### src/hdl/wse_div.sv
`timescale 1ns / 1ps
// ----------------------------------------------------------------------------
// wse_div: restoring divider
// Produces one quotient bit per cycle.
// ----------------------------------------------------------------------------
module wse_div #(
    parameter int DW = 33,
    parameter int VW = 13
) (
    input  logic          i_clk,
    input  logic          i_rst_n,
    input  logic          i_start,
    input  logic [DW-1:0] i_dividend,
    input  logic [VW-1:0] i_divisor,
    output logic          o_done,
    output logic [DW-1:0] o_quot
);

    localparam int NW = $clog2(DW + 1);

    logic [VW-1:0] r_rem;
    logic [DW-1:0] r_quo;
    logic [VW-1:0] r_div;
    logic [NW-1:0] r_cnt;
    logic          r_busy;
    logic          r_done;
    logic [VW:0]   rem_sh;
    logic          take;

    assign rem_sh = {r_rem, r_quo[DW-1]};
    assign take   = rem_sh >= {1'b0, r_div};
    assign o_done = r_done;
    assign o_quot = r_quo;

    always_ff @(posedge i_clk) begin
        if (!i_rst_n) begin
            r_busy <= 1'b0;
            r_done <= 1'b0;
            r_cnt  <= '0;
        end else begin
            r_done <= 1'b0;
            if (i_start) begin
                r_busy <= 1'b1;
                r_cnt  <= '0;
            end else if (r_busy) begin
                r_cnt <= r_cnt + NW'(1);
                if (r_cnt == NW'(DW - 1)) begin
                    r_busy <= 1'b0;
                    r_done <= 1'b1;
                end
            end
        end
    end

    always_ff @(posedge i_clk) begin
        if (i_start) begin
            r_rem <= '0;
            r_quo <= i_dividend;
            r_div <= i_divisor;
        end else if (r_busy) begin
            r_rem <= take ? VW'(rem_sh - {1'b0, r_div}) : VW'(rem_sh);
            r_quo <= {r_quo[DW-2:0], take};
        end
    end

endmodule
### config.mk
export PLATFORM = sky130hd
export DESIGN_NAME = wse_div
export DESIGN_NICKNAME = d
export VERILOG_FILES = /design/src/hdl/wse_div.sv
export SDC_FILE = /design/constraint.sdc
export NUM_CORES = 1
export LEC_CHECK = 0
export ABC_CLOCK_PERIOD_IN_PS = 2200
export BUFFER_PORTS_ARGS = -buffer_cell sky130_fd_sc_hd__buf_4
export CAP_MARGIN = 20
export CORE_MARGIN = 2
export CORE_UTILIZATION = 45
export CTS_BUF_LIST = sky130_fd_sc_hd__clkbuf_16
export CTS_CLUSTER_DIAMETER = 60
export DETAILED_ROUTE_END_ITERATION = 10
export PLACE_DENSITY = 0.74
export SYNTH_ARGS = -nofsm -noshare
export SYNTH_HDL_FRONTEND = slang
export SYNTH_SLANG_ARGS = --single-unit
### constraint.sdc
create_clock -name i_clk -period 2.2 [get_ports i_clk]
set_input_delay 0.33 -clock i_clk [delete_from_list [all_inputs] [get_ports i_clk]]
set_output_delay 0.33 -clock i_clk [all_outputs]
set_load 0.03 [all_outputs]
**Yosys cells after proc, flatten, opt, wreduce, memory -nomap -nowiden**

Index checks and enable logic that the tools add are counted.
Widths: inputs -> output; s select.

- Shifts and indexed selects: 0
- Multipliers: 0
- Multiplexer cells: 7
- Add/sub/neg operators: 2
- $lt $le $gt $ge: 1
- Reductions and logical operators: 3
- Div/mod/pow operators: 0
- Bitwise operators: 2
- Eq/ne operators: 1

Operator list:

| operator | number |
|---|---|
| $mux 33 | 2 |
| $ge 14x13->1 | 1 |
| $mux 13 | 1 |
| $sub 13x13->13 | 1 |
| $add 6x1->6 const B | 1 |
| $eq 6x6->1 const B | 1 |
| $mux 1 | 4 |
| $reduce_or 3->1 | 1 |
| $not 1->1 | 2 |
| $reduce_bool 2->1 | 1 |
| $reduce_or 2->1 | 1 |

- Flip-flop bits (word level): 67
- Memories: 0
- Input bits: 49
- Latch bits: 0
- RAM bits: 0
- Bits in read-only memories: 0
- Output and inout bits: 34

**Depth between registers and ports, before layout**

- Word-level depth: 4
- Gate-level depth with buffers: 11
- Mapped depth without buffers: 10

**Least setup slack after synthesis**

Ideal clock, no wire load.

- Kind: register to register
- Start: register r_quo[32], in the netlist o_quot[32]
- End: register r_quo[0], in the netlist o_quot[0], data pin
- Setup time: 260 ps
- Required time: 1940 ps
- Cell stages (with the launch flop): 12
- Clock period less this slack: 2513 ps
- Buffers on the path: 1
- Slack: -313 ps
- Arrival: 2253 ps
- Cell sequence: edfxtp_1 > inv_1 > ha_1 > inv_1 > fa_1 > a21oi_2 > o221ai_4 > nand2_4 > a21o_1 > buf_6 > nand2_4 > mux2_2

- Longest elaborated chain between the ends: 3

RTL lines:

| element | line | source |
|---|---|---|
| start, declared | 22 | `logic [DW-1:0] r_quo;` |
| start signal, assigned | 58 | `r_quo <= i_dividend;` |
| start signal, assigned | 62 | `r_quo <= {r_quo[DW-2:0], take};` |
| $ge 14x13->1 | 31 | `assign take = rem_sh >= {1'b0, r_div};` |
| $mux 33 | 60 | `end else if (r_busy) begin` |
| $mux 33 | 56 | `if (i_start) begin` |

No other way between the ends. The select of a mux whose other input is x is not followed.
A chain may end at the register's enable or synchronous reset.

**Worst setup path after layout**

- Start: register r_rem[6]
- End: register r_rem[7]

- Longest elaborated chain between the ends: 2
- Elaborated cells between the ends (all ways): 3
- Classes of those cells: add/sub (1); order compare (1); mux (1)

RTL lines:

| element | line | source |
|---|---|---|
| start, declared | 21 | `logic [VW-1:0] r_rem;` |
| start signal, assigned | 61 | `r_rem <= take ? VW'(rem_sh - {1'b0, r_div}) : VW'(rem_sh);` |
| $sub 13x13->13 or $ge 14x13->1 (tied branches) | 61, 31 |  |
| $mux 13 * | 61 |  |

Mark *: on every way between the ends. The rest lies on a longest branch, timed or not.

==> flow_metrics.py <==
metrics = {
    "status": {
        "outcome": "complete, but fails checks",
        "violations": "setup timing",
    },
    "sta": {
        "hold_slack_ns": 0.175,
        "slew_headroom_pct": 64.7,
        "rsz0062_at_grt": "yes",
        "finalSetupViolations": 10,
        "clock_skew_ns": 0.00733,
        "tightest_slew_ns": 0.528,
        "worst_slack_ns": -0.0450,
        "finalCritPeriodShare_pct": 102,
        "period_minus_slack_ns": 2.24,
        "hold_viol_final": 0,
        "fin_tns_setup_ns": -0.231,
        "max_freq_mhz": 445,
        "final_max_slew_viol_count": 0,
    },
    "layout": {
        "fill_cells": 581,
        "syn_to_final_growth_pct": 39.1,
        "final_design_area_no_fill_sq_um": 4960,
        "fin_cells": 519,
        "final_common_cell": "buf_4",
        "n_antenna_cell": 0,
        "layout-drive-gt1-share_pct": 47.2,
        "mostFrequentLayoutCells": "buf_4, edfxtp_1, mux2_2",
        "finish.net_count": 477,
        "fin_util_pct": 64.6,
    },
    "detailed_routing": {
        "vias": 2879,
        "final_antenna_net_count": 0,
        "route.detailed.drc": 0,
        "drtPass1Iterations": 4,
        "drt_iter0_markers": 221,
        "drt-total-wl_mm": 9.07,
        "viasPerCell": 5.55,
        "drt-wirelength-per-cell_um": 17.5,
    },
    "synthesis": {
        "seq_area_frac_synth_pct": 50.5,
        "syn_avg_cell_area_sq_um": 11.6,
        "synth_async_sr_flop_share_pct": 0,
        "ys_types": 63,
        "ys_ff_latch": 67,
        "synth_edf_count": 46,
        "synthFlopType": "edfxtp_1",
        "syn_nets": 372,
        "yosysWarnings": 0,
        "synthesis.area_sq_um": 3570,
        "netlist_instances": 307,
    },
    "critical_path": {
        "cp_max_fo": 5,
        "cp.required_ns": 2.43,
        "critPathKind": "register to register",
        "r2r_slack_ns": -0.04,
        "startpoint_type": "register",
        "path_cells": "ha_2, a21oi_2, o21ai_2, a31oi_4, a21o_4, nand2_4, buf_6, a2111oi_4",
        "reg2reg_from": "r_rem[6]$_SDFFE_PP0P_",
        "arrival_ns": 2.47,
        "slowest_stage": "dfxtp_1",
        "crit_path_end_kind": "register",
        "reg2regPathDepth": 8,
        "reg2reg_to": "r_rem[7]$_SDFFE_PP0P_",
        "cpPeakStageDelay_ns": 0.42,
    },
    "hold_path": {
        "hp-class": "input port to register",
        "min_path_cells": 1,
        "min_to": "r_div[1]$_DFFE_PP_",
        "min-delay-start": "i_divisor[1]",
    },
    "power": {
        "ir_drop_mv": 0.559,
        "p_clk_share_pct": 34.3,
        "swShare_pct": 30.0,
        "seqPwrFrac_pct": 38.7,
        "p_total_mw": 4.04,
        "p_per_area_nw_per_um2": 813,
        "combPwrFrac_pct": 27.0,
        "leakagePower_nw": 2.01,
        "p_sw_mw": 1.21,
        "internal_power_mw": 2.83,
    },
    "grt": {
        "grt_usage_pct": 21.2,
        "grt_max_degree": 44,
        "grt_pass1_vias": 2926,
        "grt_pass1_wl_mm": 14.1,
        "antenna_found_initial": 0,
        "grt.overflow.total": 0,
    },
    "floorplan": {
        "dieArea_sq_um": 8660,
        "die_y_um": 93.0,
        "rows": 32,
        "ios": 83,
        "core_area_sq_um": 7690,
        "initial_core_util_pct": 46.4,
        "dieWidth_um": 93.0,
    },
    "placed_design": {
        "port_buffers": 82,
        "dp.cells": 496,
        "place_hpwl_mm": 5.99,
        "pre_cts_ws_ns": -0.0868,
        "place_congestion": 0.832,
        "postPlaceCellArea_sq_um": 4390,
    },
    "run": {
        "cap_violations": 0,
    },
    "clocking": {
        "cts_hold_buf": 0,
        "cts-root-buf": "clkbuf_16",
        "clk_latency_ns": 0.33,
        "clk_path_buf_depth": 2,
        "cts_num_sinks": 67,
        "cts_buffers": 9,
        "cts_tree": "done",
        "clk_pin_slew_ns": 0.05,
        "cts_max_level": 3,
    },
}
power by group through the flow:
stage	combinational (mW)	clock, mW	sequential [mW]
finish	1.09	1.39	1.56
CTS	1.01	1.40	1.56
global route	1.16	1.46	1.58
global placement	0.921	0	1.57
floorplan	0.491	0	1.69
detailed placement	0.947	0	1.58
worst max-delay path by stage:
stage	slack, ns	cells past startpoint	start	to
global placement	-0.0008	10	o_quot[32]$_DFFE_PP_	o_quot[0]$_DFFE_PP_
detailed placement	-0.09	11	o_quot[32]$_DFFE_PP_	r_rem[6]$_SDFFE_PP0P_
finish	-0.04	8	r_rem[6]$_SDFFE_PP0P_	r_rem[7]$_SDFFE_PP0P_
global route	-0.17	11	o_quot[32]$_DFFE_PP_	r_rem[8]$_SDFFE_PP0P_
floorplan	-0.21	11	o_quot[32]$_DFFE_PP_	o_quot[0]$_DFFE_PP_
CTS	-0.02	11	o_quot[32]$_DFFE_PP_	r_rem[6]$_SDFFE_PP0P_
final cells by class:
class | instances | area (sq um) | area share, %
clock inverter | 7 | 63.8 | 1.29
timing repair buffer | 107 | 842 | 17.0
sequential | 67 | 1800 | 36.3
tap | 102 | 128 | 2.57
inverter | 25 | 93.8 | 1.89
clock buffer | 9 | 225 | 4.54
multi-input combinational | 202 | 1810 | 36.5
metal layers:
metal | vias up | track usage, % | routed length (um)
met5 | - | 0 | 0
met4 | 0 | 8.82 | 182
met3 | 18 | 6.29 | 638
met2 | 101 | 34.2 | 4570
met1 | 1385 | 26.7 | 3670
li1 | 1375 | - | -
critical path, delay by kind of cell, from the launching register on:
family                   cells  cell delay, ns
AND/OR/NAND/NOR              1            0.07
adder cells (fa/ha/maj)      1            0.35
flip-flops                   1            0.42
AO/OA/AOI/OAI                5            1.14
buffers and inverters        1            0.15
registers in the layout, summed over array words and instances, names as in the netlist:
| register | flops |
|---|---|
| o_done | 1 |
| r_rem | 13 |
| r_cnt | 6 |
| r_busy | 1 |
| r_div | 13 |
| o_quot | 33 |
kinds of logic after synthesis:
| family | after synthesis | share of synthesized area, % |
|---|---|---|
| AOI/OAI and AO/OA | 68 | 14.9 |
| xor gates and xnor gates | 11 | 2.70 |
| adders and majority gates | 16 | 5.82 |
| buffers and inverters | 39 | 4.70 |
| DFF | 67 | 50.5 |
| muxes | 34 | 10.7 |
| and+or+nand+nor | 72 | 10.7 |
what timing repair did:
action	in CTS	in global routing
pin swaps	3	14
gates resized for setup	18	26
setup buffers	4	2
endpoints found under the setup margin	14	14
gates cloned	1	0
cells in the mapped netlist, types with 2 or more instances:
library cell	n	area share [%]
nand3_1	13	1.8
a21oi_2	4	0.98
o21ai_0	10	1.4
o2111ai_1	3	0.74
a21oi_1	9	1.3
nand4_1	3	0.53
ha_1	15	5.3
buf_6	2	0.63
clkbuf_1	6	0.63
buf_2	2	0.28
a221oi_1	2	0.49
xor2_1	7	1.7
nor2_1	18	1.9
inv_1	22	2.3
nand2_1	14	1.5
edfxtp_1	46	39
o21ai_1	7	0.98
nand2_4	2	0.63
xnor2_1	4	0.98
dfxtp_1	21	12
nor2b_1	3	0.53
nand3b_1	2	0.42
o31a_1	2	0.49
a311oi_1	8	2.0
mux2_2	33	10
clkinv_1	2	0.21
nor4_1	6	1.1
buf_1	3	0.32
a21o_1	4	0.84
(Power assumes the default switching activity.)
