<file path="src/hdl/wse_pkg.sv">
`timescale 1ns / 1ps
// ----------------------------------------------------------------------------
// wse_pkg: shared types and constants of the windowed entropy block
// Holds register indexes, fixed field widths and the fixed-point log2 helper.
// ----------------------------------------------------------------------------
package wse_pkg;

    localparam int CFG_IDX_W  = 8;
    localparam int ENTROPY_W  = 19;
    localparam int GUARD_BITS = 6;
    localparam int MANT_FRAC  = 30;

    localparam logic [CFG_IDX_W-1:0] REG_WINDOW_SIZE = 8'd0;
    localparam logic [CFG_IDX_W-1:0] REG_ROW_LENGTH  = 8'd1;

    // Control lines from the sequencer to every cell of the chain.
    typedef struct packed {
        logic load;
        logic shift;
    } t_cell_ctl;

    // log2(x) with frac fraction bits, truncated; mantissa squared in Q30.
    function automatic longint unsigned log2_fixed(int x, int frac);
        int              k;
        longint unsigned m;
        longint unsigned r;
        k = 0;
        r = 0;
        if (x <= 0) begin
            return 0;
        end
        for (int j = 0; j < 31; j++) begin
            if ((x >> (k + 1)) != 0) begin
                k = k + 1;
            end
        end
        m = longint'(x) << (MANT_FRAC - k);
        r = longint'(k) << frac;
        for (int i = 0; i < frac; i++) begin
            m = (m * m) >> MANT_FRAC;
            if (m >= (64'd2 << MANT_FRAC)) begin
                m = m >> 1;
                r = r | (64'd1 << (frac - 1 - i));
            end
        end
        return r;
    endfunction

endpackage

</file>
<file path="src/hdl/wse_accum.sv">
`timescale 1ns / 1ps
// ----------------------------------------------------------------------------
// wse_accum: c*log2(c) product and accumulator
// Looks up log2 in a constant table, multiplies, sums the count terms and keeps the total term apart.
// ----------------------------------------------------------------------------
module wse_accum
    import wse_pkg::*;
#(
    parameter int CW       = 7,
    parameter int LOG_FRAC = 22,
    parameter int LOG_W    = 25
) (
    input  logic               i_clk,
    input  logic               i_rst_n,
    input  logic               i_clear,
    input  logic               i_op_valid,
    input  logic               i_op_total,
    input  logic [CW-1:0]      i_op_value,
    output logic [CW+LOG_W-1:0] o_total,
    output logic [CW+LOG_W-1:0] o_sum
);

    localparam int PW = CW + LOG_W;

    logic [LOG_W-1:0] lut [2**CW];
    logic [PW-1:0]    r_prod;
    logic             r_pv;
    logic             r_pt;
    logic [PW-1:0]    r_total;
    logic [PW-1:0]    r_sum;

    for (genvar g = 0; g < 2**CW; g++) begin : g_lut
        assign lut[g] = LOG_W'(log2_fixed(g, LOG_FRAC));
    end

    assign o_total = r_total;
    assign o_sum   = r_sum;

    always_ff @(posedge i_clk) begin
        if (!i_rst_n) begin
            r_pv <= 1'b0;
        end else begin
            r_pv <= i_op_valid;
        end
    end

    always_ff @(posedge i_clk) begin
        r_prod <= PW'(i_op_value) * PW'(lut[i_op_value]);
        r_pt   <= i_op_total;
        if (i_clear) begin
            r_sum <= '0;
        end else if (r_pv && !r_pt) begin
            r_sum <= r_sum + r_prod;
        end
        if (r_pv && r_pt) begin
            r_total <= r_prod;
        end
    end

endmodule

</file>
<file path="config.mk">
export PLATFORM = sky130hd
export DESIGN_NAME = wse_accum
export DESIGN_NICKNAME = d
export VERILOG_FILES = /design/src/hdl/wse_pkg.sv /design/src/hdl/wse_accum.sv
export SDC_FILE = /design/constraint.sdc
export NUM_CORES = 1
export LEC_CHECK = 0
export BUFFER_PORTS_ARGS = -buffer_cell sky130_fd_sc_hd__buf_2
export CAP_MARGIN = 20
export CORE_MARGIN = 3
export CORE_UTILIZATION = 40
export CTS_BUF_LIST = sky130_fd_sc_hd__clkbuf_16
export CTS_CLUSTER_SIZE = 28
export DETAILED_ROUTE_END_ITERATION = 12
export RECOVER_POWER = 100
export REMOVE_ABC_BUFFERS = 1
export SYNTH_ARGS = -nofsm -noshare
export SYNTH_HDL_FRONTEND = slang
export SYNTH_SLANG_ARGS = --single-unit
</file>
<file path="constraint.sdc">
create_clock -name i_clk -period 8.2 [get_ports i_clk]
set_clock_uncertainty 0.2 [all_clocks]
set_input_delay 1.23 -clock i_clk [delete_from_list [all_inputs] [get_ports i_clk]]
set_output_delay 1.23 -clock i_clk [all_outputs]
set_load 0.05 [all_outputs]
</file>
# Word level (Yosys, flattened, before mapping)
# Memories as Yosys holds them, arrays and structs flattened.
# Index checks and enable logic that the tools add are counted.
totals:
  latch_bits: 0
  input_bits: 12
  out_inout_bits: 64
  memories: 1
  mem_bits_ro: 3200
  register_bits: 98
  ramBits: 0
  elab_cells: 15
op_classes:
  mul: 1
  muxes: 2
  n_addsub: 1
  n_lt_le_gt_ge: 1
  div: 0
  n_bitwise: 1
  n_eq_ne: 0
  n_shift: 0
  n_reduce_logical: 3
memory_table:
  columns: ["memory", "words", "word_bits", "rd", "rd_clocked_by_memory_dff", "wr", "line_no", "text"]
  rows:
  - ["(no name shown)", 128, 25, 1, 0, 0, "wse_accum.sv:48", "r_prod <= PW'(i_op_value) * PW'(lut[i_op_value]);"]
op_table:
  columns: ["operator", "n"]
  rows:
  - ["$mux W25", 2]
  - ["$add A32 B32 Y32", 1]
  - ["$mul A7 B25 Y32", 1]
  - ["$ge A8 B8 Y1 const B", 1]
  - ["$not A7 Y8", 1]
  - ["$logic_and A1 B1 Y1", 2]
  - ["$logic_not A1 Y1", 1]

# Logic depth before layout (Yosys ltp)
# Gate-level depths: netlist of the first run.
logic_depth:
  word_depth: 5
  depth_mapped: 31
  depth_no_buf: 29

# Least setup slack after synthesis of the first run
# OpenSTA, ideal clock, no wires.
synth_path:
  path_kind: "input to register"
  start: "in i_op_value[0]"
  end: "reg r_prod[29]"
  t_required_ps: 7881
  arrival_ps: 7505
  path_buffers: 2
  path_stages: 27
  path_slack_ps: 376
  setup_ps: 119
  cell_sequence: "clkbuf_1 clkinv_1 ha_1 buf_1 nand2_1 nand2_1 o21ai_0 mux4_2 o21bai_1 nand2_1 fa_1 fa_1 inv_1 fa_1 inv_1 fa_1 inv_1 ha_1 nor2_1 o21ai_0 o21ai_1 o41ai_1 a41o_1 a41oi_1 o21ai_0 a21oi_1 xnor2_1"
synth_between:
  elab_chain_len: 5
synth_rtl:
  columns: ["item", "line_no", "text"]
  rows:
  - ["start, declared", "wse_accum.sv:18", "input logic [CW-1:0] i_op_value,"]
  - ["$not A7 Y8 (not written as such)", "wse_accum.sv:48", null]
  - ["$mem_v2 Z128 W25", null, null]
  - ["$mux W25 (not written as such) (2 in series)", "wse_accum.sv:48", null]
  - ["$mul A7 B25 Y32 (*)", "wse_accum.sv:48", null]
  - ["end signal, assigned", "wse_accum.sv:48", null]
  - ["end, declared", "wse_accum.sv:26", "logic [PW-1:0] r_prod;"]
# Mark *: on every way between the ends. The rest lies on a longest branch, timed or not. The select of a mux whose other input is x is not followed.
# A chain may end at the register's enable or synchronous reset.

# Worst setup path in the final report of the first run
# Ends and elaborated chain as after synthesis.

==> impl_metrics.tcl, run 1 <==
set metrics [dict create \
    clk_pin_slew_worst_paths_ns 0.07 \
    postCtsSetupRepairBufs 0 \
    status "finished, violations left" \
    ant_nets 0 \
    r2r_start "o_sum[0]" \
    fmax_mhz 126.1 \
    met1_usage_pct 33.95 \
    met2_usage_pct 44.80 \
    clockBufferDepth 2 \
    first_global_vias 13070 \
    reg2reg_slack_ns 4.70 \
    p_sw_share_pct 46.83 \
    rsz0062_at_grt "no" \
    post_drt_wl_per_cell_um 21.71 \
    dp_hpwl_um 37650 \
    path_depth 26 \
    rr_worst_depth 12 \
    critPathTopFamily "adder cells" \
    die_area_um2 34800 \
    critPathSlowestCell "fa_1" \
    vias 13040 \
    final_area_um2 15020 \
    syn_area_um2 13040 \
    clock_latency_ns 0.35 \
    holdPathStages 0 \
    syn_avg_cell_area_um2 7.859 \
    combPwrFrac_pct 73.8 \
    leakage_nw 6.920 \
    top_usage_layer "met2" \
    numCtsBuffers 9 \
    fin_tns_setup_ns 0 \
    cts_tree "done" \
    netlist_instances 1659 \
    synth_edf_count 32 \
    p_int_mw 2.368 \
    dpl_cell_area_um2 14800 \
    drc 0 \
    globalRouteOverflowTotal 0 \
    rows 65 \
    synth-async-reset-ratio_pct 0 \
    place.gp.congestion 1.048 \
    tightestPinTransition_ns 1.816 \
    r2r_end "o_sum[28]" \
    fin_crit_sh_pct 96.67 \
    min_to "o_total[9]" \
    cap_violations 2 \
    max_slew_margin_pct -21.08 \
    worst_hold_path_type "reg2reg" \
    crit_path_max_incr_delay_ns 0.50 \
    area_growth_pct 15.22 \
    yosys.cell_types.count 75 \
    ys_ff_latch 98 \
    arrival_ns 7.97 \
    yosysSeqAreaShare_pct 17.50 \
    final_cell_count_no_fill 2241 \
    hp-start "r_prod[9]" \
    cpMostUsedCell "fa_1" \
    grt_util_all_layers_pct 27.27 \
    layout_common_cells "nand2_1 (200), a21oi_1 (153), buf_4 (147), inv_1 (141), nor2_1 (138)" \
    p_clk_share_pct 9.3 \
    slew_viol_final 67 \
    power_mw 4.454 \
    grt_max_degree 75 \
    switchingPower_mw 2.086 \
    endpoint_kind "register" \
    nNetsFinal 2031 \
    antenna-diode-count 0 \
    final_common_cell "nand2_1" \
    grt_pass1_wl_um 75000 \
    path_buf_inv 8 \
    path_max_fanout 7 \
    vias_per_cell 5.820 \
    hold_viol 0 \
    die_h_um 186.5 \
    p_per_area_nw_per_um2 296.5 \
    max-vdd-ir-drop_mv 0.1500 \
    path_class "in2reg" \
    synth_ff_type "dfxtp_1" \
    clockRootBuffer "clkbuf_16" \
    drt-pass1-iter-count 5 \
    power_frac_seq_pct 16.8 \
    setup_viol_count_final 0 \
    antenna_found_initial 0 \
    period_minus_slack_ns 7.927 \
    violations "max-capacitance violations, max-slew violations" \
    pin_count 76 \
    portBuffers 75 \
    fp.coreArea_um2 31800 \
    clock_sinks 98 \
    die_w_um 186.5 \
    yosysWarnings 0 \
    use_met3_pct 3.194 \
    initial_core_util_pct 41.00 \
    cp.required_ns 8.24 \
    dr.first_iter.drc_count 986 \
    drive_gt1_share_pct 11.30 \
    dp_cells 2225 \
    wl_um 48660 \
    holdWs_ns 0.2357 \
    cp-start-kind "input port" \
    htree_levels 3 \
]
timing repair:
item / in CTS / in global routing
endpoints found under the setup margin: 0 / 2
hold buffers: 0 / 0
gates resized for setup: 0 / 3
hold endpoints to repair: 0 / 0
worst register-to-register path, cell delays in order, from the launching register on:
cell	delay, ns
dfxtp_1	0.35
ha_1	0.21
inv_1	0.07
fa_1	0.38
nand2b_1	0.19
a21oi_1	0.32
o211ai_1	0.22
a31oi_1	0.41
a21boi_0	0.25
o21ai_0	0.38
o21bai_1	0.13
xor2_1	0.15
o21ai_0	0.16
layer usage:
metal	share of wire (%)	routed length (um)
met2	44	21640
met1	41	20070
met4	7.9	3824
met3	6.4	3131
met5	0	0
final cells by class:
cell class	count	area (um2)
Inverter	145	544.3
Clock inverter	6	52.55
Sequential cell	98	2282
Tap cell	435	544.3
Clock buffer	10	250.2
Multi-Input combinational cell	1313	9804
Timing Repair Buffer	234	1544
Fill cell	3260	16780
worst max-delay path by stage:
| stage | start | to | slack, ns |
|---|---|---|---|
| final | i_op_value[0] | r_prod[29] | 0.27 |
| after global routing | i_op_value[0] | r_prod[29] | 0.04 |
| after CTS | i_op_value[0] | r_prod[29] | 0.31 |
| after detailed placement | i_op_value[0] | r_prod[29] | -0.05 |
| after global placement | i_op_value[0] | r_prod[29] | 0.009 |
| after floorplan | i_op_value[1] | r_prod[29] | 0.73 |
metrics by stage:
stage | setup slack (ns) | utilization, %
3_3_place_gp | 0.008558 | 46.54
4_1_cts | 0.3088 | 47.50
6_report | 0.2727 | 47.24
5_1_grt | 0.04024 | 47.24
3_5_place_dp | -0.05475 | 46.54
2_1_floorplan | 0.7327 | -
synth_stat cells, drive strengths merged (6+ instances only):
library cell    n  area share (%)
nand2         201             5.8
a21oi         153             5.9
inv           144             4.1
nor2          138             4.0
fa            113              17
ha            105              10
o21ai         100             3.8
and2           66             3.2
dfxtp          66              10
clkbuf         64             1.8
a21o           45             2.6
nand3          41             1.6
buf            39             1.4
nor3           34             1.3
edfxtp         32             7.4
a211oi         30             1.7
a31oi          29             1.4
xnor2          27             1.8
xor2           25             1.7
nand2b         19            0.91
o211ai         18             1.0
o311ai         13            0.87
nor2b          12            0.58
a311oi         11            0.79
o21bai          9            0.52
and3            8            0.38
nand4           8            0.38
o22ai           8            0.38
o221ai          7            0.47
o31ai           6            0.35
power groups by stage:
stage	Sequential [mW]	Combinational (mW)	Clock (mW)
after floorplan	0.844	2.16	0
after global placement	0.756	3.26	0
final	0.749	3.29	0.416
after CTS	0.746	3.32	0.430
after global routing	0.761	3.72	0.445
after detailed placement	0.757	3.29	0
cells by family after synthesis:
group	synth area share (%)
fa+ha+maj	27.43
compound gates	23.69
buf+inv	7.380
simple gates	19.34
mux	1.171
flops	17.50
xor+xnor	3.493
sequential cells by signal, indices dropped and copies added (netlist names):
| name | count |
|---|---|
| o_sum | 32 |
| r_pv | 1 |
| o_total | 32 |
| r_prod | 32 |
| r_pt | 1 |
(Power assumes the default switching activity.)
==> run 2: changes to the inputs <==
Settings changed: CTS_BUF_LIST sky130_fd_sc_hd__clkbuf_16 to sky130_fd_sc_hd__clkbuf_8 sky130_fd_sc_hd__clkbuf_16.
Clock period 8.2 ns to 8.4 ns, I/O delays scaled along.
==> run 2 against run 1 <==
Effect of this change: the run still ends with max-capacitance violations, max-slew violations left; sequential share of layout area rose by 0.084 points; register-to-register slack improved by 0.21 ns; cell count fell by 0.85%; die area did not move; hold slack improved by 0.014 ns; power fell by 0.27%; first-iteration DRC count rose by 1.3%; critical path type unchanged; critical endpoint unchanged; highest routed layer unchanged.
==> impl_metrics.tcl, run 2 (synthesis gave the netlist of run 1 again) <==
set metrics [dict create \
    die_h_um 186.5 \
    initial_core_util_pct 41.00 \
    portBuffers 75 \
    endpoint_kind "register" \
    place_ws_ns 0.1136 \
    violations "max-capacitance violations, max-slew violations" \
    rows 65 \
    wl_um 49000 \
    dpl_cell_area_um2 14680 \
    cpMostUsedCell "fa_1" \
    period_minus_slack_ns 7.942 \
    reg2reg_slack_ns 4.91 \
    nNetsFinal 2012 \
    fin_ws_ns 0.4584 \
    numCtsBuffers 9 \
    clock_sinks 98 \
    status "finished, violations left" \
    final_cell_count_no_fill 2222 \
    grt_util_all_layers_pct 27.69 \
    postCtsSetupRepairBufs 0 \
    worst_hold_path_type "reg2reg" \
    pin_count 76 \
    cap_violations 2 \
    slew_viol_final 67 \
    cts_tree "done" \
    path_max_fanout 22 \
    arrival_ns 7.97 \
    path_buf_inv 8 \
    cp.required_ns 8.43 \
    fp.coreArea_um2 31800 \
    place.gp.congestion 1.037 \
    hold_viol 0 \
    htree_levels 3 \
    final_area_um2 14940 \
    clock_latency_ns 0.34 \
    nFillCells 3233 \
    post_drt_wl_per_cell_um 22.05 \
    critPathCapture "r_prod[29]" \
    die_w_um 186.5 \
    path_depth 26 \
    rr_worst_depth 12 \
    power_mw 4.442 \
    area_growth_pct 14.59 \
    leakage_nw 6.851 \
    r2r_start "r_prod[0]" \
    p_per_area_nw_per_um2 297.3 \
    antenna-diode-count 0 \
    fin_tns_setup_ns 0 \
    clk_pin_slew_worst_paths_ns 0.07 \
    layout_common_cells "nand2_1 (201), a21oi_1 (153), inv_1 (141), nor2_1 (138), buf_4 (123)" \
    drive_gt1_share_pct 10.07 \
    fin_crit_sh_pct 94.54 \
    vias 12940 \
    final_common_cell "nand2_1" \
    max_slew_margin_pct -22.00 \
    tightestPinTransition_ns 1.830 \
    clockBufferDepth 2 \
    critPathSlowestCell "nor4_1" \
    rsz0062_at_grt "no" \
    antenna_found_initial 0 \
    r2r_end "o_sum[24]" \
    dp_cells 2206 \
    cp-start-kind "input port" \
    drt-pass1-iter-count 5 \
    fmax_mhz 125.9 \
    dr.first_iter.drc_count 999 \
    drc 0 \
    setup_viol_count_final 0 \
    ant_nets 0 \
    crit_path_start "i_op_value[2]" \
    first_global_vias 13180 \
    crit_path_max_incr_delay_ns 0.57 \
    path_class "in2reg" \
    grt_max_degree 85 \
    critPathTopFamily "adder cells" \
    max-vdd-ir-drop_mv 0.1600 \
    vias_per_cell 5.825 \
    ctsHoldBuffers 0 \
    dp_hpwl_um 37810 \
    ctsResizeCount 0 \
    globalRouteOverflowTotal 0 \
    die_area_um2 34800 \
    grt_pass1_wl_um 76290 \
    clockRootBuffer "clkbuf_16" \
]
-- run 2: cell count changes in the layout (fill, tap and decap cells not counted), moves of 2 or more --
| cell | change |
|---|---|
| bufinv_16 | +3 |
| buf_4 | -24 |
| clkbuf_1 | +2 |
| buf_12 | +2 |
| clkbuf_8 | +2 |
-- run 2: worst register-to-register path, delay by kind of cell, from the launching register on --
family	cells	cell delay [ns]
AOI/OAI and AO/OA	6	1.69
xor gates and xnor gates	1	0.21
adders and majority gates	2	0.60
buffers and inverters	1	0.07
DFF	1	0.37
and+or+nand+nor	2	0.26
-- run 2: per-stage QoR --
stage / util (%) / hold slack [ns]
floorplan: - / 0.2123
global placement: 46.17 / 0.2345
detailed placement: 46.17 / 0.2422
CTS: 47.31 / 0.2525
global route: 46.98 / 0.2568
finish: 46.98 / 0.2494
-- run 2: area by class of cell --
cell class | count | area, um2 | share of cell area (%)
multi-input combinational | 1313 | 9789 | 65.53
sequential | 98 | 2282 | 15.28
timing repair buffer | 215 | 1419 | 9.497
inverter | 145 | 544.3 | 3.643
tap | 435 | 544.3 | 3.643
clock buffer | 11 | 252.7 | 1.692
clock inverter | 5 | 107.6 | 0.7203
-- run 2: how the worst min path moves through the flow --
stage | slack (ns) | cells past startpoint | to | from
3_3_place_gp | 0.23 | 0 | o_total[26] | r_prod[26]
5_1_grt | 0.26 | 0 | o_total[12] | r_prod[12]
2_1_floorplan | 0.21 | 0 | o_total[0] | r_prod[0]
6_report | 0.25 | 0 | o_total[10] | r_prod[10]
3_5_place_dp | 0.24 | 0 | o_total[6] | r_prod[6]
4_1_cts | 0.25 | 0 | o_total[10] | r_prod[10]
-- run 2: power by group --
part           leakage (nW)  internal, mW  switching, mW
combinational          5.84          1.44           1.78
clock                 0.176         0.309          0.171
sequential            0.837         0.657         0.0772
-- run 2: per-layer routing --
metal  track usage (%)  wire length, um  vias up
met5                 0                0        -
met2             46.15            22210      644
met4             16.84             3494        0
met3             3.945             3410      183
li1                  -                -     6043
met1             34.07            19890     6074
