`config.mk`:
```
export PLATFORM = sky130hd
export DESIGN_NAME = wse_cell
export DESIGN_NICKNAME = d
export VERILOG_FILES = /design/src/hdl/wse_pkg.sv /design/src/hdl/wse_cell.sv
export SDC_FILE = /design/constraint.sdc
export NUM_CORES = 1
export LEC_CHECK = 0
export ABC_AREA = 1
export BUFFER_PORTS_ARGS = -buffer_cell sky130_fd_sc_hd__buf_4
export CORE_MARGIN = 2
export CORE_UTILIZATION = 54
export DETAILED_ROUTE_END_ITERATION = 10
export PLACE_DENSITY = 0.79
export RECOVER_POWER = 100
export SLEW_MARGIN = 10
export SYNTH_ARGS = -nofsm -noshare
export SYNTH_HDL_FRONTEND = slang
export SYNTH_SLANG_ARGS = --single-unit
```
`constraint.sdc`:
```
create_clock -name i_clk -period 2 [get_ports i_clk]
set_input_delay 0.3 -clock i_clk [delete_from_list [all_inputs] [get_ports i_clk]]
set_output_delay 0.3 -clock i_clk [all_outputs]
set_load 0.05 [all_outputs]
```
`src/hdl/wse_pkg.sv`:
```
`timescale 1ns / 1ps
// ----------------------------------------------------------------------------
// wse_pkg: shared types and constants of the windowed entropy block
// Holds register indexes, fixed field widths and the fixed-point log2 helper.
// ----------------------------------------------------------------------------
package wse_pkg;

    localparam int CFG_IDX_W  = 8;
    localparam int ENTROPY_W  = 19;
    localparam int GUARD_BITS = 6;
    localparam int MANT_FRAC  = 30;

    localparam logic [CFG_IDX_W-1:0] REG_WINDOW_SIZE = 8'd0;
    localparam logic [CFG_IDX_W-1:0] REG_ROW_LENGTH  = 8'd1;

    // Control lines from the sequencer to every cell of the chain.
    typedef struct packed {
        logic load;
        logic shift;
    } t_cell_ctl;

    // log2(x) with frac fraction bits, truncated; mantissa squared in Q30.
    function automatic longint unsigned log2_fixed(int x, int frac);
        int              k;
        longint unsigned m;
        longint unsigned r;
        k = 0;
        r = 0;
        if (x <= 0) begin
            return 0;
        end
        for (int j = 0; j < 31; j++) begin
            if ((x >> (k + 1)) != 0) begin
                k = k + 1;
            end
        end
        m = longint'(x) << (MANT_FRAC - k);
        r = longint'(k) << frac;
        for (int i = 0; i < frac; i++) begin
            m = (m * m) >> MANT_FRAC;
            if (m >= (64'd2 << MANT_FRAC)) begin
                m = m >> 1;
                r = r | (64'd1 << (frac - 1 - i));
            end
        end
        return r;
    endfunction

endpackage

```
`src/hdl/wse_cell.sv`:
```
`timescale 1ns / 1ps
// ----------------------------------------------------------------------------
// wse_cell: one key/count cell of the chain
// Compares the incoming key, counts hits, and shifts its count toward cell 0.
// ----------------------------------------------------------------------------
module wse_cell
    import wse_pkg::*;
#(
    parameter int KEY_BITS = 24,
    parameter int CW       = 7
) (
    input  logic                i_clk,
    input  logic [KEY_BITS-1:0] i_key,
    input  t_cell_ctl           i_ctl,
    input  logic                i_occupied,
    input  logic                i_alloc,
    input  logic [CW-1:0]       i_next_count,
    output logic                o_match,
    output logic [CW-1:0]       o_count
);

    logic [KEY_BITS-1:0] r_key;
    logic [CW-1:0]       r_count;

    assign o_match = i_occupied && (r_key == i_key);
    assign o_count = r_count;

    always_ff @(posedge i_clk) begin
        if (i_ctl.load && i_alloc) begin
            r_key   <= i_key;
            r_count <= CW'(1);
        end else if (i_ctl.load && o_match) begin
            r_count <= r_count + CW'(1);
        end else if (i_ctl.shift) begin
            r_count <= i_next_count;
        end
    end

endmodule

```
Word-level counts from Yosys, hierarchy flattened

Index checks and enable logic that the tools add are counted.
Widths: inputs -> output; s select.

Word-level logic and storage cells: 10
Latch bits: 0
Memories: 0
RAM bits: 0
Memory bits (read-only): 0
Bits of input ports: 36
Bits in registers: 31
Output and inout bits: 8

Shift-type cells: 0
$lt $le $gt $ge: 0
Multiplexer cells: 2
Multipliers: 0
Reductions and logical operators: 4
Div/mod/pow operators: 0
Bitwise logic cells: 0
Equality and inequality tests: 1
$add $sub $neg: 1

Operators with widths:

| operator            | count |
|---|---|
| $eq 24x24->1        | 1 |
| $mux 7              | 2 |
| $add 7x1->7 const B | 1 |
| $logic_and 1x1->1   | 3 |
| $reduce_bool 2->1   | 1 |

Depth between registers and ports, before layout

Gate-level depths: netlist of the first run.

Depth after elaboration: 4
Depth in mapped cells: 13

Worst setup path after synthesis of the first run

Ideal clock, no wire load.

Path kind: register to register
Start point: register r_key[6]
End point: register r_count[5] (netlist: o_count[5])
Data arrival time: 1905 ps
Buffers on the path: 0
Clock period less this slack: 2061 ps
Data required time: 1844 ps
Slack: -61 ps
Cell stages (with the launch flop): 11
Path through: edfxtp_1 inv_1 nor2_1 nor2_1 nand2_1 nor2_1 nand3_1 nor2_1 nand3_1 nand2_2 a21oi_2

Longest elaborated chain between the ends: 4

RTL lines:

| item                                        | RTL line       | RTL |
|---|---|---|
| start, declared                             | wse_cell.sv:22 | `logic [KEY_BITS-1:0] r_key;` |
| start signal, assigned                      | wse_cell.sv:30 | `r_key <= i_key;` |
| $eq 24x24->1 *                              | wse_cell.sv:25 | `assign o_match = i_occupied && (r_key == i_key);` |
| $logic_and 1x1->1 *                         | wse_cell.sv:25 |  |
| via o_match                                 | wse_cell.sv:18 | `output logic o_match,` |
| $logic_and 1x1->1 *                         | wse_cell.sv:32 | `end else if (i_ctl.load && o_match) begin` |
| $mux 7 or $reduce_bool 2->1 (tied branches) | --             |  |
| end signal, assigned                        | wse_cell.sv:33 | `r_count <= r_count + CW'(1);` |
| end signal, assigned                        | wse_cell.sv:35 | `r_count <= i_next_count;` |
| end, declared                               | wse_cell.sv:23 | `logic [CW-1:0] r_count;` |

Mark *: on every way through the listed nets, which the timed path passes. The rest lies on a longest branch.
A chain may end at the register's enable or synchronous reset.

Worst setup path after layout of the first run

Start point: register r_key[4]
End point: output o_match

Longest elaborated chain between the ends: 2

RTL lines:

| item              | RTL line |
|---|---|
| $eq 24x24->1      | wse_cell.sv:25 |
| $logic_and 1x1->1 | wse_cell.sv:25 |
| end, declared     | wse_cell.sv:18 |

Every way passes these cells.

==> impl_metrics.py, run 1 <==
metrics = {
    "global_route": {
        "grt.total_usage_pct": 22.4,
        "antenna_found_initial": 0,
        "gr-total-overflow": 0,
        "grt_pass1_vias": 1754,
        "grt_pass1_wl_mm": 7.33,
        "grt_start_max_net_pins": 25,
    },
    "cts": {
        "cts_tree": "done",
        "clk_latency_ns": 0.28,
        "numCtsBuffers": 5,
        "clkTransAtPathRegs_ns": 0.07,
        "ctsLongestPathBuffers": 2,
        "root_buffer": "clkbuf_8",
        "htree_num_levels": 2,
        "ctsHoldBuffers": 0,
        "cts_sinks": 31,
    },
    "floorplan": {
        "die_area_um2": 4220,
        "rows": 22,
        "die_w_um": 64.9,
        "ios": 44,
        "fp.dieH_um": 64.9,
        "start_util_pct": 55.6,
        "coreArea_um2": 3610,
    },
    "min_path": {
        "whs_endpoint": "r_key[5]$_DFFE_PP_",
        "hold_depth": 1,
        "hold_path_startpoint": "i_key[5]",
        "worstHoldPathType": "in2reg",
    },
    "synth": {
        "syn_nets": 321,
        "synth_seq_area_share_pct": 42.9,
        "synth_ff_type": "edfxtp_1",
        "syn_area_per_cell_um2": 7.06,
        "synth_edf_count": 24,
        "netlist_instances": 284,
        "synth_area_um2": 2010,
        "async_flop_share_pct": 0,
        "ys_seq_elements": 31,
        "yosysUniqueCellTypes": 26,
        "ys_warn_count": 0,
    },
    "sta": {
        "worst_pin_slew_ns": 0.609,
        "setup_tns_ns": 0,
        "max_freq_mhz": 529,
        "finalCritPeriodShare_pct": 94.5,
        "period_minus_slack_ns": 1.89,
        "hold_viol": 0,
        "maxSlewHeadroom_pct": 59.4,
        "setup_viol": 0,
        "finalClockSkew_ns": 0.00699,
        "slew_violations": 0,
        "rsz0062_at_grt": "false",
    },
    "critical_path": {
        "reg2reg_slack_ns": 0.21,
        "reg2regPathDepth": 10,
        "worstSetupEndpointType": "output pin",
        "crit_fanout": 3,
        "r2r_start": "r_key[18]$_DFFE_PP_",
        "critPathRequiredTime_ns": 1.70,
        "arrival_ns": 1.59,
        "worstReg2RegEnd": "o_count[0]$_SDFFE_PP1P_",
        "path_class": "reg2out",
        "cp-start-kind": "flip-flop",
    },
    "final_layout": {
        "postLayoutCoreUtil_pct": 66.1,
        "fillers": 348,
        "diodes": 0,
        "fin_cells": 382,
        "layout_common_cells": "nand2_1 (110), inv_1 (54), clkbuf_1 (32)",
        "layout_commonest_cell": "nand2_1",
        "drive_above_1_share_pct": 11.1,
        "fin_nets": 370,
        "syn_to_final_growth_pct": 18.8,
    },
    "detailed_routing": {
        "drt-total-wl_mm": 4.23,
        "drt-wirelength-per-cell_um": 11.1,
        "drc": 0,
        "ant_nets": 0,
        "num_vias": 1828,
        "drt_pass1_iterations": 4,
        "drtIter0Drc": 131,
        "via_per_inst": 4.79,
    },
    "pwr": {
        "powerDensity_nw_per_um2": 725,
        "p_leak_nw": 1.19,
        "total_power_mw": 1.73,
        "ir_worst_vdd_uv": 527,
    },
    "place": {
        "port-buffer-count": 43,
        "place_congestion": 0.861,
        "dp_hpwl_mm": 3.32,
        "dp_cells": 373,
    },
    "status": {
        "status": "finished, final reports clean",
    },
    "flow_run": {
        "drv_cap": 0,
    },
}
==> critical path: stages, from the launching register on <==
cell      delay (ns)
edfxtp_1        0.38
xnor2_1         0.22
nand2_1         0.07
nor2_1          0.20
nand3_2         0.12
nor2_4          0.13
buf_6           0.17
==> how the worst max path moves through the flow <==
stage | start | endpoint | slack, ns
after floorplan | o_count[0]$_SDFFE_PP1P_ | o_count[6]$_SDFFE_PP0P_ | 0.18
after global placement | i_key[4] | o_match | 0.28
after detailed placement | i_key[4] | o_match | 0.27
after CTS | r_key[4]$_DFFE_PP_ | o_match | 0.01
after global routing | r_key[9]$_DFFE_PP_ | o_match | 0.002
final | r_key[4]$_DFFE_PP_ | o_match | 0.11
==> timing repair <==
action | CTS | global route
endpoints found under the setup margin | 0 | 1
resized for setup | 0 | 7
buffers inserted | 0 | 1
==> logic make-up after synthesis <==
logic type	synth area share (%)
compound gates	2.93
flops	42.9
fa+ha+maj	0.624
buf+inv	12.4
xor+xnor	5.68
simple gates	35.4
==> flip-flops by register name, indices dropped and copies added (netlist names) <==
name / cells
o_count: 7
r_key: 24
==> metal layers <==
layer | vias to the layer above | global-route usage (%) | wire [µm]
met1 | 825 | 27.7 | 1870
met4 | 0 | 6.65 | 29
li1 | 961 | - | -
met2 | 38 | 39.0 | 2140
met3 | 4 | 4.86 | 185
met5 | - | 0 | 0
==> synth_stat cells (2+ instances only) <==
master | instances | area (µm²)
edfxtp_1 | 24 | 721
xor2_1 | 3 | 26.3
xnor2_1 | 10 | 87.6
dfxtp_1 | 7 | 140
inv_1 | 54 | 203
nand4_1 | 4 | 25.0
nor2_1 | 25 | 93.8
nand3_1 | 19 | 95.1
nand2_1 | 111 | 417
nand2_2 | 2 | 12.5
inv_2 | 3 | 11.3
a21oi_1 | 6 | 30.0
o21ai_0 | 3 | 15.0
==> report_power, final <==
group	total, mW	internal [mW]	switching [mW]
Combinational	0.306	0.108	0.198
Sequential	0.781	0.745	0.0358
Clock	0.640	0.403	0.237
Total	1.73	1.26	0.471
==> metrics by stage <==
stage                     setup slack (ns)  cell area (µm²)  hold slack [ns]
after floorplan                      0.179             2010            0.399
after global placement               0.285             2380            0.496
after detailed placement             0.266             2380            0.497
after CTS                           0.0117             2490            0.203
after global routing               0.00176             2380            0.251
final                                0.111             2380            0.244
==> final cells by class <==
| cell class | count | area [µm²] | share of cell area, % |
|---|---|---|---|
| clock buffer | 6 | 82.6 | 3.47 |
| clock inverter | 2 | 35.0 | 1.47 |
| inverter | 57 | 214 | 8.98 |
| multi-input combinational | 193 | 911 | 38.2 |
| sequential | 31 | 861 | 36.1 |
| tap | 48 | 60.1 | 2.52 |
| timing repair buffer | 45 | 219 | 9.19 |
No activity file was read; power rests on OpenSTA's default activity.
==> run 2: changes to the inputs <==
- CORE_UTILIZATION: 54 -> 37
- PLACE_DENSITY: 0.79 -> unset
==> impl_metrics.py, run 2 (synthesized netlist as in run 1, its figures left out) <==
metrics = {
    "floorplan": {
        "rows": 26,
        "start_util_pct": 38.8,
        "die_area_um2": 6030,
        "ios": 44,
        "fp.dieH_um": 77.6,
        "die_w_um": 77.6,
        "coreArea_um2": 5170,
    },
    "cts": {
        "clkTransAtPathRegs_ns": 0.07,
        "ctsLongestPathBuffers": 2,
        "cts_sinks": 31,
        "clk_latency_ns": 0.29,
        "numCtsBuffers": 5,
        "htree_num_levels": 2,
        "cts_tree": "done",
        "ctsHoldBuffers": 0,
        "root_buffer": "clkbuf_8",
    },
    "detailed_routing": {
        "via_per_inst": 4.35,
        "met3_wirelength_um": 206,
        "wl_met1_mm": 2.15,
        "num_vias": 1772,
        "drt-wirelength-per-cell_um": 10.8,
        "drc": 0,
        "drt_pass1_iterations": 4,
        "drtIter0Drc": 66,
        "top_layer_used": "met4",
        "dr_wl_met2_mm": 2.01,
        "ant_nets": 0,
        "drt-total-wl_mm": 4.41,
    },
    "sta": {
        "setup_tns_ns": 0,
        "period_minus_slack_ns": 1.88,
        "worst_pin_slew_ns": 0.920,
        "maxSlewHeadroom_pct": 38.7,
        "slew_violations": 0,
        "setup_viol": 0,
        "finalCritPeriodShare_pct": 94.1,
        "max_freq_mhz": 531,
        "hold_viol": 0,
        "finalClockSkew_ns": 0.00625,
    },
    "critical_path": {
        "arrival_ns": 1.58,
        "crit_fanout": 4,
        "cp-start-kind": "flip-flop",
        "worstSetupEndpointType": "output pin",
        "reg2reg_slack_ns": 0.24,
        "critPathRequiredTime_ns": 1.70,
        "path_class": "reg2out",
    },
    "final_layout": {
        "diodes": 0,
        "largest_reg_flops": 24,
        "multi_input_area_um2": 921,
        "drive_above_1_share_pct": 11.6,
        "layout_commonest_cell": "nand2_1",
        "fin_nets": 373,
        "final-seq-area_um2": 861,
        "regMostFlops": "r_key",
        "syn_to_final_growth_pct": 21.6,
        "layout_common_cells": "nand2_1 (110), inv_1 (54), clkbuf_1 (32)",
        "postLayoutCoreUtil_pct": 47.1,
        "fillers": 567,
    },
    "pwr": {
        "powerDensity_nw_per_um2": 700,
        "total_power_mw": 1.71,
        "ir_worst_vdd_uv": 399,
        "p_leak_nw": 1.21,
    },
    "flow_run": {
        "drv_cap": 0,
    },
    "place": {
        "place_congestion": 0.798,
        "dp_hpwl_mm": 3.41,
        "port-buffer-count": 43,
    },
    "global_route": {
        "gr-total-overflow": 0,
        "grt_pass1_vias": 1652,
        "grt.total_usage_pct": 15.7,
        "grt_start_max_net_pins": 16,
        "grt_pass1_wl_mm": 7.48,
        "antenna_found_initial": 0,
    },
    "status": {
        "status": "finished, final reports clean",
    },
    "min_path": {
        "worstHoldPathType": "in2reg",
    },
}
## run 2: report_power, final
group / internal, mW / switching, mW / total (mW)
registers: 0.745 / 0.0347 / 0.780
clock network: 0.365 / 0.250 / 0.615
logic: 0.114 / 0.200 / 0.314
## run 2: metal layers
metal,GRT usage (%),vias up
met5,0,-
met4,4.82,0
met3,4.19,5
met2,24.8,35
met1,20.8,767
li1,-,965
## run 2: worst paths after layout
kind                           start                 endpoint  cells after the start
min                        i_key[18]      r_key[18]$_DFFE_PP_                      1
max reg2reg      r_key[20]$_DFFE_PP_  o_count[0]$_SDFFE_PP1P_                      9
min reg2reg  o_count[6]$_SDFFE_PP0P_  o_count[6]$_SDFFE_PP0P_                      2
max              r_key[21]$_DFFE_PP_                  o_match                      8
## run 2: layout make-up
cell class	instances	area share [%]
flip-flops and latches	31	35.3
inverters	57	8.77
well taps	70	3.59
multi-input cells	193	37.8
repair buffers	48	10.2
clock buffers	5	2.82
clock inverters	3	1.59
## run 2: through the flow
stage	cell area, µm²	hold WS [ns]	instances	setup slack, ns
2_1_floorplan	2010	0.399	284	0.179
3_3_place_gp	2400	0.497	396	0.218
3_5_place_dp	2400	0.498	396	0.229
4_1_cts	2520	0.196	404	0.0147
5_1_grt	2440	0.219	407	-0.00751
6_report	2440	0.219	407	0.118
## run 2: worst max-delay path, cell delays in order, from the launching register on
cell and delay, ns:
edfxtp_1 0.41, nand2_2 0.10, nand2_1 0.08, nor2_1 0.10
nand2_1 0.05, nor2_1 0.11, nand2_1 0.10, nor2_4 0.18
buf_8 0.17
## run 2: repair_timing
item	4_1_cts	5_1_grt
setup endpoints to repair	1	1
buffers inserted	0	3
pin swaps	0	5
gates resized for setup	2	6
==> run 3: changes to the inputs <==
--- a/config.mk
+++ b/config.mk
@@ -9,3 +9,3 @@
 export BUFFER_PORTS_ARGS = -buffer_cell sky130_fd_sc_hd__buf_4
-export CORE_MARGIN = 2
+export CORE_MARGIN = 5
 export CORE_UTILIZATION = 37
==> constraint.sdc (replaced) <==
create_clock -name i_clk -period 2 [get_ports i_clk]
set_input_delay 0.2 -clock i_clk [delete_from_list [all_inputs] [get_ports i_clk]]
set_output_delay 0.2 -clock i_clk [all_outputs]
set_load 0.05 [all_outputs]
==> impl_metrics.py, run 3 (synthesized netlist as in run 1, its figures left out) <==
metrics = {
    "place": {
        "dp_hpwl_mm": 3.47,
        "port-buffer-count": 43,
        "preCtsSetupSlack_ns": 0.358,
        "place_congestion": 0.799,
        "dp_cells": 395,
    },
    "final_layout": {
        "diodes": 0,
        "final-seq-area_um2": 861,
        "layout_common_cells": "nand2_1 (111), inv_1 (54), clkbuf_1 (31)",
        "regMostFlops": "r_key",
        "fin_cells": 403,
        "largest_reg_flops": 24,
        "layout_commonest_cell": "nand2_1",
        "syn_to_final_growth_pct": 18.3,
        "fillers": 544,
        "drive_above_1_share_pct": 9.31,
        "fin_nets": 369,
        "multi_input_area_um2": 891,
    },
    "cts": {
        "ctsResizeCount": 0,
        "clk_latency_ns": 0.28,
        "cts_sinks": 31,
        "htree_num_levels": 2,
        "ctsHoldBuffers": 0,
        "postCtsSetupBuffers": 0,
        "numCtsBuffers": 5,
        "root_buffer": "clkbuf_8",
        "clkTransAtPathRegs_ns": 0.07,
        "ctsLongestPathBuffers": 2,
        "cts_tree": "done",
    },
    "detailed_routing": {
        "via_per_inst": 4.37,
        "num_vias": 1761,
        "drc": 0,
        "drt_pass1_iterations": 4,
        "ant_nets": 0,
        "drt-total-wl_mm": 4.43,
        "drtIter0Drc": 77,
        "drt-wirelength-per-cell_um": 11.0,
    },
    "floorplan": {
        "rows": 26,
        "fp.dieH_um": 83.6,
        "die_w_um": 83.6,
        "ios": 44,
        "coreArea_um2": 5170,
        "die_area_um2": 6990,
        "start_util_pct": 38.8,
    },
    "min_path": {
        "worstHoldPathType": "in2reg",
    },
    "sta": {
        "setup_viol": 0,
        "worst_slack_ns": 0.118,
        "finalClockSkew_ns": 0.00346,
        "maxSlewHeadroom_pct": 49.0,
        "finalCritPeriodShare_pct": 94.1,
        "period_minus_slack_ns": 1.88,
        "worst_pin_slew_ns": 0.765,
        "rsz0062_at_grt": "false",
        "setup_tns_ns": 0,
        "whs_ns": 0.133,
        "slew_violations": 0,
        "max_freq_mhz": 531,
        "hold_viol": 0,
    },
    "global_route": {
        "grt.total_usage_pct": 12.6,
        "grt_start_max_net_pins": 31,
        "antenna_found_initial": 0,
        "gr-total-overflow": 0,
        "grt_pass1_wl_mm": 7.17,
        "grt_pass1_vias": 1636,
    },
    "critical_path": {
        "path_common_cell": "nand2_1",
        "path_delay_family": "simple AND/OR/NAND/NOR gates",
        "crit_fanout": 4,
        "path_class": "reg2out",
        "cp-start-kind": "flip-flop",
        "slowest_stage": "edfxtp_1",
        "max_stage_delay_ns": 0.43,
        "path_cells": "inv_2 -> nand2_1 -> nand2_1 -> nand2_1 -> nor2_1 -> nand3_1 -> nor2_2 -> buf_4",
        "crit_buf_inv": 2,
        "worstSetupEndpointType": "output pin",
        "critPathRequiredTime_ns": 1.80,
        "arrival_ns": 1.68,
    },
    "pwr": {
        "powerDensity_nw_per_um2": 713,
        "p_leak_nw": 1.19,
        "ir_worst_vdd_uv": 354,
        "total_power_mw": 1.69,
    },
    "flow_run": {
        "drv_cap": 0,
    },
    "status": {
        "status": "finished, final reports clean",
    },
}
## run 3: report_power, final
group          switching [mW]  internal (mW)
logic                   0.194          0.108
clock network           0.245          0.365
registers              0.0349          0.745
total                   0.474           1.22
## run 3: per-layer routing
| metal | wire length, µm | track usage [%] | up-vias |
|---|---|---|---|
| li1 | - | - | 955 |
| met1 | 2140 | 16.4 | 750 |
| met2 | 1960 | 19.5 | 49 |
| met3 | 270 | 3.85 | 7 |
| met4 | 63 | 5.12 | 0 |
| met5 | 0 | 0 | - |
## run 3: final timing paths
path | endpoint | startpoint | cells after the start | slack (ns)
setup / recovery | o_match | r_key[10]$_DFFE_PP_ | 8 | 0.12
hold / removal | r_key[6]$_DFFE_PP_ | i_key[6] | 1 | 0.13
setup reg to reg | o_count[0]$_SDFFE_PP1P_ | r_key[22]$_DFFE_PP_ | 8 | 0.21
hold reg to reg | o_count[6]$_SDFFE_PP0P_ | o_count[6]$_SDFFE_PP0P_ | 2 | 0.52
## run 3: layout make-up
type                            instances  area share (%)
Multi-Input combinational cell        193            37.6
Sequential cell                        31            36.3
Inverter                               57            9.02
Timing Repair Buffer                   44            8.91
Tap cell                               70            3.69
Clock buffer                            5            2.90
Clock inverter                          3            1.64
## run 3: per-stage QoR
step           cell area, µm²  util [%]
3_5_place_dp             2390      46.2
3_3_place_gp             2390      46.2
4_1_cts                  2500      48.3
6_report                 2370      45.9
2_1_floorplan            2010         -
5_1_grt                  2370      45.9
